## src/rtl/core/lch_ram.sv

```systemverilog
// ----------------------------------------------------------------------------
// lch_ram
// Simple dual-port RAM: one write port, one read port with registered data.
// ----------------------------------------------------------------------------
module lch_ram #(
   parameter int WIDTH = 8,
   parameter int DEPTH = 16
) (
   input  logic                     clock,
   input  logic                     wr_en,
   input  logic [$clog2(DEPTH)-1:0] wr_addr,
   input  logic [WIDTH-1:0]         wr_data,
   input  logic                     rd_en,
   input  logic [$clog2(DEPTH)-1:0] rd_addr,
   output logic [WIDTH-1:0]         rd_data
);

   logic [WIDTH-1:0] mem [DEPTH];
   logic [WIDTH-1:0] rd_data_ff;

   always_ff @(posedge clock) begin
      if (wr_en) begin
         mem[wr_addr] <= wr_data;
      end
      if (rd_en) begin
         rd_data_ff <= mem[rd_addr];
      end
   end

   assign rd_data = rd_data_ff;

endmodule

```

## config.mk

```make
export PLATFORM = sky130hd
export DESIGN_NAME = lch_ram
export DESIGN_NICKNAME = d
export VERILOG_FILES = /design/src/rtl/core/lch_ram.sv
export SDC_FILE = /design/constraint.sdc
export NUM_CORES = 1
export LEC_CHECK = 0
export BUFFER_PORTS_ARGS = -buffer_cell sky130_fd_sc_hd__buf_2
export CORE_AREA = 2 2 105 107
export CTS_CLUSTER_DIAMETER = 150
export CTS_CLUSTER_SIZE = 40
export DETAILED_ROUTE_END_ITERATION = 8
export DIE_AREA = 0 0 107 109
export PLACE_DENSITY = 0.73
export SLEW_MARGIN = 20
export SYNTH_ARGS = -nofsm -noshare
export SYNTH_HDL_FRONTEND = slang
export SYNTH_SLANG_ARGS = --single-unit
```

## constraint.sdc

```tcl
create_clock -name clock -period 2 [get_ports clock]
set_clock_uncertainty 0.15 [all_clocks]
set_input_delay 0.2 -clock clock [delete_from_list [all_inputs] [get_ports clock]]
set_output_delay 0.2 -clock clock [all_outputs]
set_load 0.005 [all_outputs]
```

==> results of run 1 <==
## cell usage after synthesis (all sizes together)
master / instances / area share, %
clkdlybuf4s25: 3 / 0.57
nor2b: 1 / 0.12
buf: 7 / 1.1
mux4: 32 / 15
nand3: 1 / 0.096
nand3b: 2 / 0.29
and2b: 1 / 0.14
nor3: 4 / 0.38
a22oi: 16 / 2.3
nand2b: 2 / 0.24
edfxtp: 136 / 78
and2: 1 / 0.12
nand2: 9 / 0.65
nor2: 13 / 0.93
or3b: 1 / 0.17
## routing by layer
metal	vias to the layer above	track usage (%)
li1	1117	-
met1	1255	24.0
met2	79	29.4
met3	14	4.78
met4	0	6.86
met5	-	0
## layout make-up
class                   count  area, µm²
clock buffers              18        418
well taps                 140        175
clock inverters            13        109
multi-input cells          83       1060
flip-flops and latches    136       4080
repair buffers             56        415
fillers                   755       4340
## tightest hold or removal path: stages
cell	delay, ns
buf_2	0.16
nor3_1	0.07
buf_4	0.18
## cells by family after synthesis
kind of cell,after synthesis,synth area share [%]
multiplexers,32,14.8
flip-flops,136,78.1
AND/OR/NAND/NOR,35,3.14
AO/OA/AOI/OAI,16,2.30
buffers and inverters,10,1.65
## timing repair
| item | 4_1_cts | 5_1_grt |
|---|---|---|
| hold buffers | 9 | 0 |
| gates resized for setup | 0 | 0 |
| hold endpoints to repair | 136 | 0 |
## final timing paths
kind / startpoint / end / slack, ns
worst max-delay path: mem[0][1]$_DFFE_PP_ / rd_data[1]$_DFFE_PP_ / 0.34
worst min-delay path: wr_addr[0] / mem[4][5]$_DFFE_PP_ / 0.12
worst max register to register: mem[0][1]$_DFFE_PP_ / rd_data[1]$_DFFE_PP_ / 0.34
worst min register to register: mem[12][3]$_DFFE_PP_ / rd_data[3]$_DFFE_PP_ / 0.61
## flip-flops by register name, summed over array words and instances, names as in the netlist
signal / count
mem: 128
rd_data: 8
## power by group through the flow
stage          Clock [mW]  Sequential [mW]  Combinational (mW)
6_report             2.75             3.23               0.307
5_1_grt              2.91             3.23               0.333
4_1_cts              2.78             3.23               0.311
3_5_place_dp            0             3.29               0.294
3_3_place_gp            0             3.28               0.286
2_1_floorplan           0             3.28               0.162
## metrics by stage
step / hold slack [ns] / utilization (%) / setup slack, ns / std cells
after floorplan: 0.149 / - / 0.157 / 229
after global placement: 0.425 / 53.2 / 0.136 / 406
after detailed placement: 0.444 / 53.2 / 0.0814 / 406
after CTS: 0.0992 / 59.0 / 0.332 / 446
after global routing: 0.113 / 59.0 / 0.253 / 446
final: 0.121 / 59.0 / 0.345 / 446
==> flow_summary.json, run 1 <==
{
  "io_buffer_count": 26,
  "crit_arrival_ns": 1.77,
  "ys_seq_area_share_pct": 78.1,
  "cts_tree": "done",
  "grt_max_degree": 33,
  "die_x_um": 107,
  "p_seq_share_pct": 51.3,
  "netSwitchingFraction_pct": 20.8,
  "ios": 27,
  "min_path_type": "primary input to flop",
  "synth_cells": 229,
  "synthDistinctLibCells": 18,
  "synthToLayoutAreaGrowth_pct": 19.7,
  "syn_avg_cell_area_um2": 22.8,
  "gp_congestion": 0.785,
  "cts.sinks": 136,
  "fin_tns_setup_ns": 0,
  "hold_violations": 0,
  "design_area_um2": 6260,
  "cp-start-kind": "flop",
  "tightest_slew_ns": 0.534,
  "p_per_area_nw_per_um2": 1000,
  "grt_pass1_wl_um": 14900,
  "std_cell_rows": 38,
  "cp_num_buf_inv": 0,
  "grt_overflow": 0,
  "dr_wl_met2_um": 4840,
  "route.met3.wl_um": 500,
  "end_kind": "flop",
  "clkTransAtPathRegs_ns": 0.06,
  "grt_usage_pct": 18.2,
  "final_cell_mix": "edfxtp_1 (136), buf_2 (26), mux4_2 (18), buf_4 (18)",
  "clockBufferDepth": 2,
  "antenna_found_initial": 0,
  "period_needed_ns": 1.66,
  "max_slew_margin_pct": 64.3,
  "cts_root_buf": "clkbuf_8",
  "synth_fp_nets": 248,
  "ys_warn_count": 0,
  "antenna_cells": 0,
  "htreeDepth": 4,
  "drtIter0Drc": 152,
  "cp.depth": 3,
  "min_path_cells": 3,
  "cp_top_family": "multiplexers",
  "dp_hpwl_um": 6040,
  "top_layer_used": "met4",
  "critical-path-slowest-cell": "mux4_1",
  "path_cells": "mux4_1 -> a22oi_1 -> nand2_1",
  "post_drt_wl_per_cell_um": 21.6,
  "p_int_mw": 4.98,
  "via_count": 2465,
  "post_cts_buffers": 0,
  "antenna_left": 0,
  "worst_r2r_path_depth": 3,
  "peakVddDrop_uv": 653,
  "mostFrequentLayoutCell": "edfxtp_1",
  "via_per_inst": 5.53,
  "die_h_um": 109,
  "drcViolationCount": 0,
  "drv_slew": 0,
  "initial_utilization_pct": 49.3,
  "met1_length_um": 4160,
  "status": "finished, final reports clean",
  "fin_nets": 313,
  "drv_cap": 0,
  "cts_buffers": 17,
  "ys_seq_elements": 136,
  "netlist_area_um2": 5230,
  "crit_type": "flop to flop",
  "dr.pass1.iters": 4,
  "min_period_over_period_pct": 82.8,
  "place_area_um2": 5640,
  "cp.required_ns": 2.11,
  "grt_pass1_vias": 2583,
  "max_freq_mhz": 604,
  "path_max_fanout": 1,
  "finalPower_mw": 6.29,
  "dieArea_um2": 11700,
  "core_area_um2": 10600,
  "drive_gt1_share_pct": 31.0,
  "setup_violations": 0,
  "slowest_delay_ns": 0.49,
  "clockPowerShare_pct": 43.8,
  "clock_latency_ns": 0.51,
  "power_frac_comb_pct": 4.9,
  "p_leak_nw": 2.12,
  "rsz0062_at_grt": "no",
  "p_sw_mw": 1.31,
  "routed_wl_um": 9650
}
Power figures use the tool's default switching activity.
==> run 2, diff against run 1 <==
--- a/config.mk
+++ b/config.mk
@@ -5,13 +5,14 @@
 export SDC_FILE = /design/constraint.sdc
 export NUM_CORES = 1
 export LEC_CHECK = 0
+export ABC_AREA = 1
 export BUFFER_PORTS_ARGS = -buffer_cell sky130_fd_sc_hd__buf_2
-export CORE_AREA = 2 2 105 107
+export CORE_AREA = 2 2 111 113
 export CTS_CLUSTER_DIAMETER = 150
 export CTS_CLUSTER_SIZE = 40
 export DETAILED_ROUTE_END_ITERATION = 8
-export DIE_AREA = 0 0 107 109
-export PLACE_DENSITY = 0.73
+export DIE_AREA = 0 0 113 115
+export PLACE_DENSITY = 0.75
 export SLEW_MARGIN = 20
 export SYNTH_ARGS = -nofsm -noshare
 export SYNTH_HDL_FRONTEND = slang
==> constraint.sdc (replaced) <==
create_clock -name clock -period 1.5 [get_ports clock]
set_clock_uncertainty 0.15 [all_clocks]
set_input_delay 0.15 -clock clock [delete_from_list [all_inputs] [get_ports clock]]
set_output_delay 0.15 -clock clock [all_outputs]
set_load 0.005 [all_outputs]
==> run 2 against run 1 <==
  * The flow now finishes with violations (DRC)
  * Non-clock buffer count is 4 lower
  * Die area is 11% higher
  * Hold slack worse by 0.11 ns
  * Count of clock-buffer cells in the layout down 1
  * Worst setup slack got worse by 0.13 ns
  * Utilization decreased by 1.4 points
  * Critical path type unchanged
  * Largest power group unchanged
  * Highest routed layer unchanged
==> flow_summary.json, run 2 <==
{
  "cts_root_buf": "clkbuf_16",
  "synth.top_cell.area_share_pct": 69.8,
  "drv_cap": 0,
  "grt_overflow": 0,
  "clockBufferDepth": 2,
  "cts_buffers": 17,
  "max_freq_mhz": 779,
  "drive_gt1_share_pct": 13.4,
  "ys.flop_type": "edfxtp_1",
  "drcViolationCount": 3,
  "crit_type": "flop to flop",
  "place_area_um2": 6220,
  "die_x_um": 113,
  "seqCellArea_um2": 4080,
  "cp_top_family": "simple AND/OR/NAND/NOR gates",
  "design_area_um2": 6810,
  "setup_violations": 0,
  "hp-start": "wr_data[0]",
  "synth_fp_nets": 570,
  "post_drt_wl_per_cell_um": 16.6,
  "core_area_um2": 11800,
  "cp-start-kind": "flop",
  "ys_seq_elements": 136,
  "final_cells": 758,
  "path_cells": "inv_1 -> nand2_1 -> nand3_1 -> nand3_1 -> nand3_1 -> nand2_1",
  "cp.required_ns": 1.51,
  "fillers": 926,
  "mostFrequentLayoutCell": "nand2_1",
  "ys_seq_area_share_pct": 69.8,
  "dieArea_um2": 13000,
  "min_path_type": "primary input to flop",
  "path_max_fanout": 1,
  "max_slew_margin_pct": 60.3,
  "peakVddDrop_uv": 553,
  "grt_pass1_vias": 3781,
  "ios": 27,
  "r2r-start": "mem[4][5]$_DFFE_PP_",
  "via_per_inst": 5.18,
  "tightest_slew_ns": 0.595,
  "ys_warn_count": 0,
  "netlist_area_um2": 5850,
  "drv_slew": 0,
  "p_per_area_nw_per_um2": 1280,
  "synth_top_area_cell": "edfxtp_1",
  "gp_congestion": 0.837,
  "dr.pass1.iters": 8,
  "slowest_delay_ns": 0.37,
  "htreeDepth": 4,
  "period_needed_ns": 1.28,
  "grt_pass1_wl_um": 19800,
  "min_period_over_period_pct": 85.6,
  "synth.area.top_cells": "edfxtp_1 (70%), nand2_1 (11%), nand3_1 (8.3%)",
  "dp_hpwl_um": 7910,
  "cts_tree": "done",
  "std_cell_rows": 40,
  "end_kind": "flop",
  "dp.cells": 724,
  "critical-path-slowest-cell": "edfxtp_1",
  "syn_avg_cell_area_um2": 10.6,
  "p_leak_nw": 2.95,
  "rsz0062_at_grt": "no",
  "multi_input_area_um2": 1210,
  "antenna_found_initial": 0,
  "synthArstFlopShare_pct": 0,
  "hold_violations": 0,
  "die_h_um": 115,
  "synthToLayoutAreaGrowth_pct": 16.4,
  "fin_nets": 617,
  "cp_num_buf_inv": 1,
  "path_common_cell": "nand3_1",
  "largest_register_ffs": 128,
  "synth_edf_count": 136,
  "initial_utilization_pct": 49.5,
  "crit_arrival_ns": 1.30,
  "drtIter0Drc": 294,
  "top_register": "mem",
  "antenna_cells": 0,
  "fin_tns_setup_ns": 0,
  "cts.sinks": 136,
  "final_cell_mix": "nand2_1 (173), edfxtp_1 (136), inv_1 (100)",
  "synth_cells": 551,
  "clock_latency_ns": 0.41,
  "routed_wl_um": 12600,
  "fin_util_pct": 57.6,
  "violations": "DRC",
  "status": "complete, but fails checks",
  "antenna_left": 0,
  "via_count": 3928,
  "clkTransAtPathRegs_ns": 0.06,
  "io_buffer_count": 26,
  "synth_most_common_cell": "nand2_1",
  "synthTopCellsByCount": "nand2_1 (173), edfxtp_1 (136), inv_1 (100), nand3_1 (97), nor2_1 (17)",
  "crit_start": "mem[4][5]$_DFFE_PP_",
  "finalPower_mw": 8.73,
  "synthDistinctLibCells": 11,
  "grt_max_degree": 65,
  "grt_usage_pct": 20.4
}
-- run 2: changes by cell type in the layout (fill, tap and decap cells not counted), moves of 4 or more --
cell           change
nand2_1          +164
inv_1            +100
mux4_1            -14
nand3_1           +96
mux4_2            -18
dlygate4sd3_1      -7
a22oi_1           -16
nor3_1             -4
nor2_1             +4
-- run 2: cell families (layout without fill, tap and decap cells) --
| family | count (synthesis) | after routing | synth area share (%) |
|---|---|---|---|
| simple gates | 289 | 289 | 20.8 |
| flops | 136 | 136 | 69.8 |
| buf+inv | 126 | 186 | 9.39 |
-- run 2: worst paths after layout --
check,end,slack (ns),depth (start not counted)
hold reg to reg,rd_data[7]$_DFFE_PP_,0.61,6
setup / recovery,rd_data[5]$_DFFE_PP_,0.22,6
setup reg to reg,rd_data[5]$_DFFE_PP_,0.22,6
hold / removal,mem[13][0]$_DFFE_PP_,0.01,1
-- run 2: area by class of cell --
class	count	share of cell area, %
tap	147	2.70
clock buffer	17	6.25
timing repair buffer	52	5.59
inverter	102	5.62
sequential	136	60.0
multi-input combinational	289	17.8
clock inverter	15	2.00
-- run 2: routing by layer --
metal	vias to the layer above	GRT usage (%)	part of all wire, %
li1	1874	-	-
met4	0	9.76	3.4
met1	1825	27.7	43
met3	33	5.54	7.6
met5	-	0	0
met2	196	31.0	46
-- run 2: stage by stage --
step           hold WS [ns]  worst slack [ns]
3_5_place_dp          0.364           0.00127
4_1_cts            0.000646             0.216
5_1_grt             0.00527             0.123
2_1_floorplan        0.0989             0.249
3_3_place_gp          0.359            0.0181
6_report             0.0133             0.216
-- run 2: what timing repair did --
action / 4_1_cts / 5_1_grt
setup buffers: 0 / 0
hold buffers: 2 / 0
gates resized for setup: 0 / 0
hold endpoints to repair: 24 / 0
-- run 2: power by group --
part           total [mW]  internal (mW)  leakage [nW]  switching [mW]
clock network        3.89           2.41         0.269            1.48
registers            4.31           4.28          1.24          0.0235
logic               0.526          0.166          1.45           0.360
total                8.73           6.86          2.95            1.87
==> run 3, diff against run 2 <==
--- a/config.mk
+++ b/config.mk
@@ -7,12 +7,14 @@
 export LEC_CHECK = 0
 export ABC_AREA = 1
 export BUFFER_PORTS_ARGS = -buffer_cell sky130_fd_sc_hd__buf_2
+export CAP_MARGIN = 20
 export CORE_AREA = 2 2 111 113
 export CTS_CLUSTER_DIAMETER = 150
 export CTS_CLUSTER_SIZE = 40
 export DETAILED_ROUTE_END_ITERATION = 8
 export DIE_AREA = 0 0 113 115
 export PLACE_DENSITY = 0.75
+export SETUP_SLACK_MARGIN = 0.5
 export SLEW_MARGIN = 20
 export SYNTH_ARGS = -nofsm -noshare
 export SYNTH_HDL_FRONTEND = slang
==> run 3 against run 2 <==
  * Die area unchanged
  * Wire length up 10%
  * Combinational power increased by 19%
  * Sequential share of layout area fell by 3.4 points
  * Global-route usage rose by 2.1 points
  * Sequential power about the same
  * The flow still finishes with violations (DRC)
  * First-iteration DRC count is 48% higher
  * Highest routed layer unchanged
==> flow_summary.json, run 3 (synthesized netlist as in run 2, its figures left out) <==
{
  "dr.pass1.iters": 7,
  "antenna_cells": 0,
  "drtIter0Drc": 436,
  "status": "complete, but fails checks",
  "cts_buffers": 17,
  "rsz0062_at_grt": "yes",
  "drcViolationCount": 2,
  "final_cell_mix": "nand2_1 (155), edfxtp_1 (136), inv_1 (97)",
  "std_cell_rows": 40,
  "fin_tns_setup_ns": 0,
  "grt_pass1_vias": 4043,
  "hold_violations": 0,
  "max_freq_mhz": 783,
  "clkTransAtPathRegs_ns": 0.06,
  "dieArea_um2": 13000,
  "end_kind": "flop",
  "min_path_cells": 1,
  "io_buffer_count": 26,
  "min_period_over_period_pct": 85.2,
  "place_ws_ns": -0.0355,
  "antenna_found_initial": 0,
  "min_path_type": "primary input to flop",
  "top_register": "mem",
  "cp.required_ns": 1.52,
  "worst_r2r_path_depth": 6,
  "via_per_inst": 5.38,
  "initial_utilization_pct": 49.5,
  "path_common_cell": "nand3_1",
  "mostFrequentLayoutCell": "nand2_1",
  "critical-path-slowest-cell": "edfxtp_1",
  "die_x_um": 113,
  "crit_type": "flop to flop",
  "slowest_delay_ns": 0.38,
  "clockBufferDepth": 2,
  "routed_wl_um": 13800,
  "grt_max_degree": 34,
  "cp-start-kind": "flop",
  "finalPower_mw": 9.39,
  "setup_violations": 0,
  "synthToLayoutAreaGrowth_pct": 23.3,
  "grt_overflow": 0,
  "gp_congestion": 0.834,
  "max_slew_margin_pct": 67.8,
  "r2r-start": "mem[5][5]$_DFFE_PP_",
  "peakVddDrop_uv": 769,
  "hp-start": "wr_data[2]",
  "rrSetupSlack_ns": 0.22,
  "crit_arrival_ns": 1.30,
  "cts_tree": "done",
  "htreeDepth": 4,
  "cts.sinks": 136,
  "dp_hpwl_um": 8100,
  "core_area_um2": 11800,
  "period_needed_ns": 1.28,
  "fillers": 897,
  "p_per_area_nw_per_um2": 1300,
  "ios": 27,
  "path_max_fanout": 1,
  "setup_slack_ns": 0.223,
  "drv_cap": 0,
  "grt_usage_pct": 22.5,
  "min_to": "mem[6][2]$_DFFE_PP_",
  "violations": "DRC",
  "post_drt_wl_per_cell_um": 18.5,
  "antenna_left": 0,
  "p_leak_nw": 3.04,
  "via_count": 4031,
  "largest_register_ffs": 128,
  "grt_pass1_wl_um": 21500,
  "path_cells": "inv_1 -> nand2_1 -> nand3_1 -> nand3_1 -> nand3_2 -> nand2_2",
  "drv_slew": 0,
  "drive_gt1_share_pct": 25.4,
  "fin_nets": 608,
  "multi_input_area_um2": 1580,
  "seqCellArea_um2": 4080,
  "tightest_slew_ns": 0.482,
  "cts_root_buf": "clkbuf_16",
  "die_h_um": 115,
  "clock_latency_ns": 0.42,
  "reg2reg_to": "rd_data[5]$_DFFE_PP_"
}
run 3: cell count changes in the layout (fill, tap and decap cells not counted), sizes merged:
| cell | previous run | this run |
|---|---|---|
| clkinvlp | 4 | 2 |
| dlygate4sd3 | 2 | 3 |
| clkbuf | 17 | 18 |
| bufinv | 2 | 5 |
| buf | 50 | 40 |
| clkinv | 9 | 7 |
run 3: area by class of cell:
type                    instances  share of cell area, %
clock buffers                  18                   5.95
clock inverters                14                   2.85
inverters                     102                   5.41
multi-input cells             289                   22.0
flip-flops and latches        136                   56.6
well taps                     147                   2.55
repair buffers                 43                   4.65
run 3: worst max path at each step:
stage | start | endpoint | cells after the start
global route | mem[11][1]$_DFFE_PP_ | rd_data[1]$_DFFE_PP_ | 6
detailed placement | rd_addr[0] | rd_data[0]$_DFFE_PP_ | 8
floorplan | wr_addr[2] | mem[10][0]$_DFFE_PP_ | 2
CTS | rd_data[2]$_DFFE_PP_ | rd_data[2] | 1
finish | mem[5][5]$_DFFE_PP_ | rd_data[5]$_DFFE_PP_ | 6
global placement | rd_addr[0] | rd_data[0]$_DFFE_PP_ | 8
run 3: report_power, final:
group	internal (mW)	leakage [nW]	switching, mW
Combinational	0.194	1.50	0.432
Sequential	4.28	1.24	0.0248
Clock	2.93	0.305	1.52
Total	7.41	3.04	1.98
run 3: metrics by stage:
step	area, µm²	instances	hold WS [ns]	utilization (%)
CTS	7110	748	0.00132	60.2
finish	7210	749	0.0128	61.1
global route	7210	749	0.00934	61.1
floorplan	6080	551	0.0989	-
detailed placement	6300	714	0.368	53.4
global placement	6300	714	0.366	53.4
run 3: metal layers:
layer | share of wire, % | vias up | GRT usage (%)
li1 | - | 1864 | -
met5 | 0 | - | 0
met2 | 53 | 194 | 38.7
met1 | 37 | 1950 | 28.3
met4 | 1.9 | 0 | 7.32
met3 | 8.0 | 23 | 5.54
run 3: critical path: cells and delay by family, from the launching register on:
family	cells	cell delay, ns
simple gates	5	0.41
buf+inv	1	0.09
flops	1	0.38
run 3: repair_timing:
item                                    4_1_cts  5_1_grt
pin swaps                                    24       22
gates resized for setup                      32       24
cloned                                        0        0
buffers inserted                              0        0
endpoints found under the setup margin       24       72
endpoints found under the hold margin        20       10
hold buffers                                  2        1
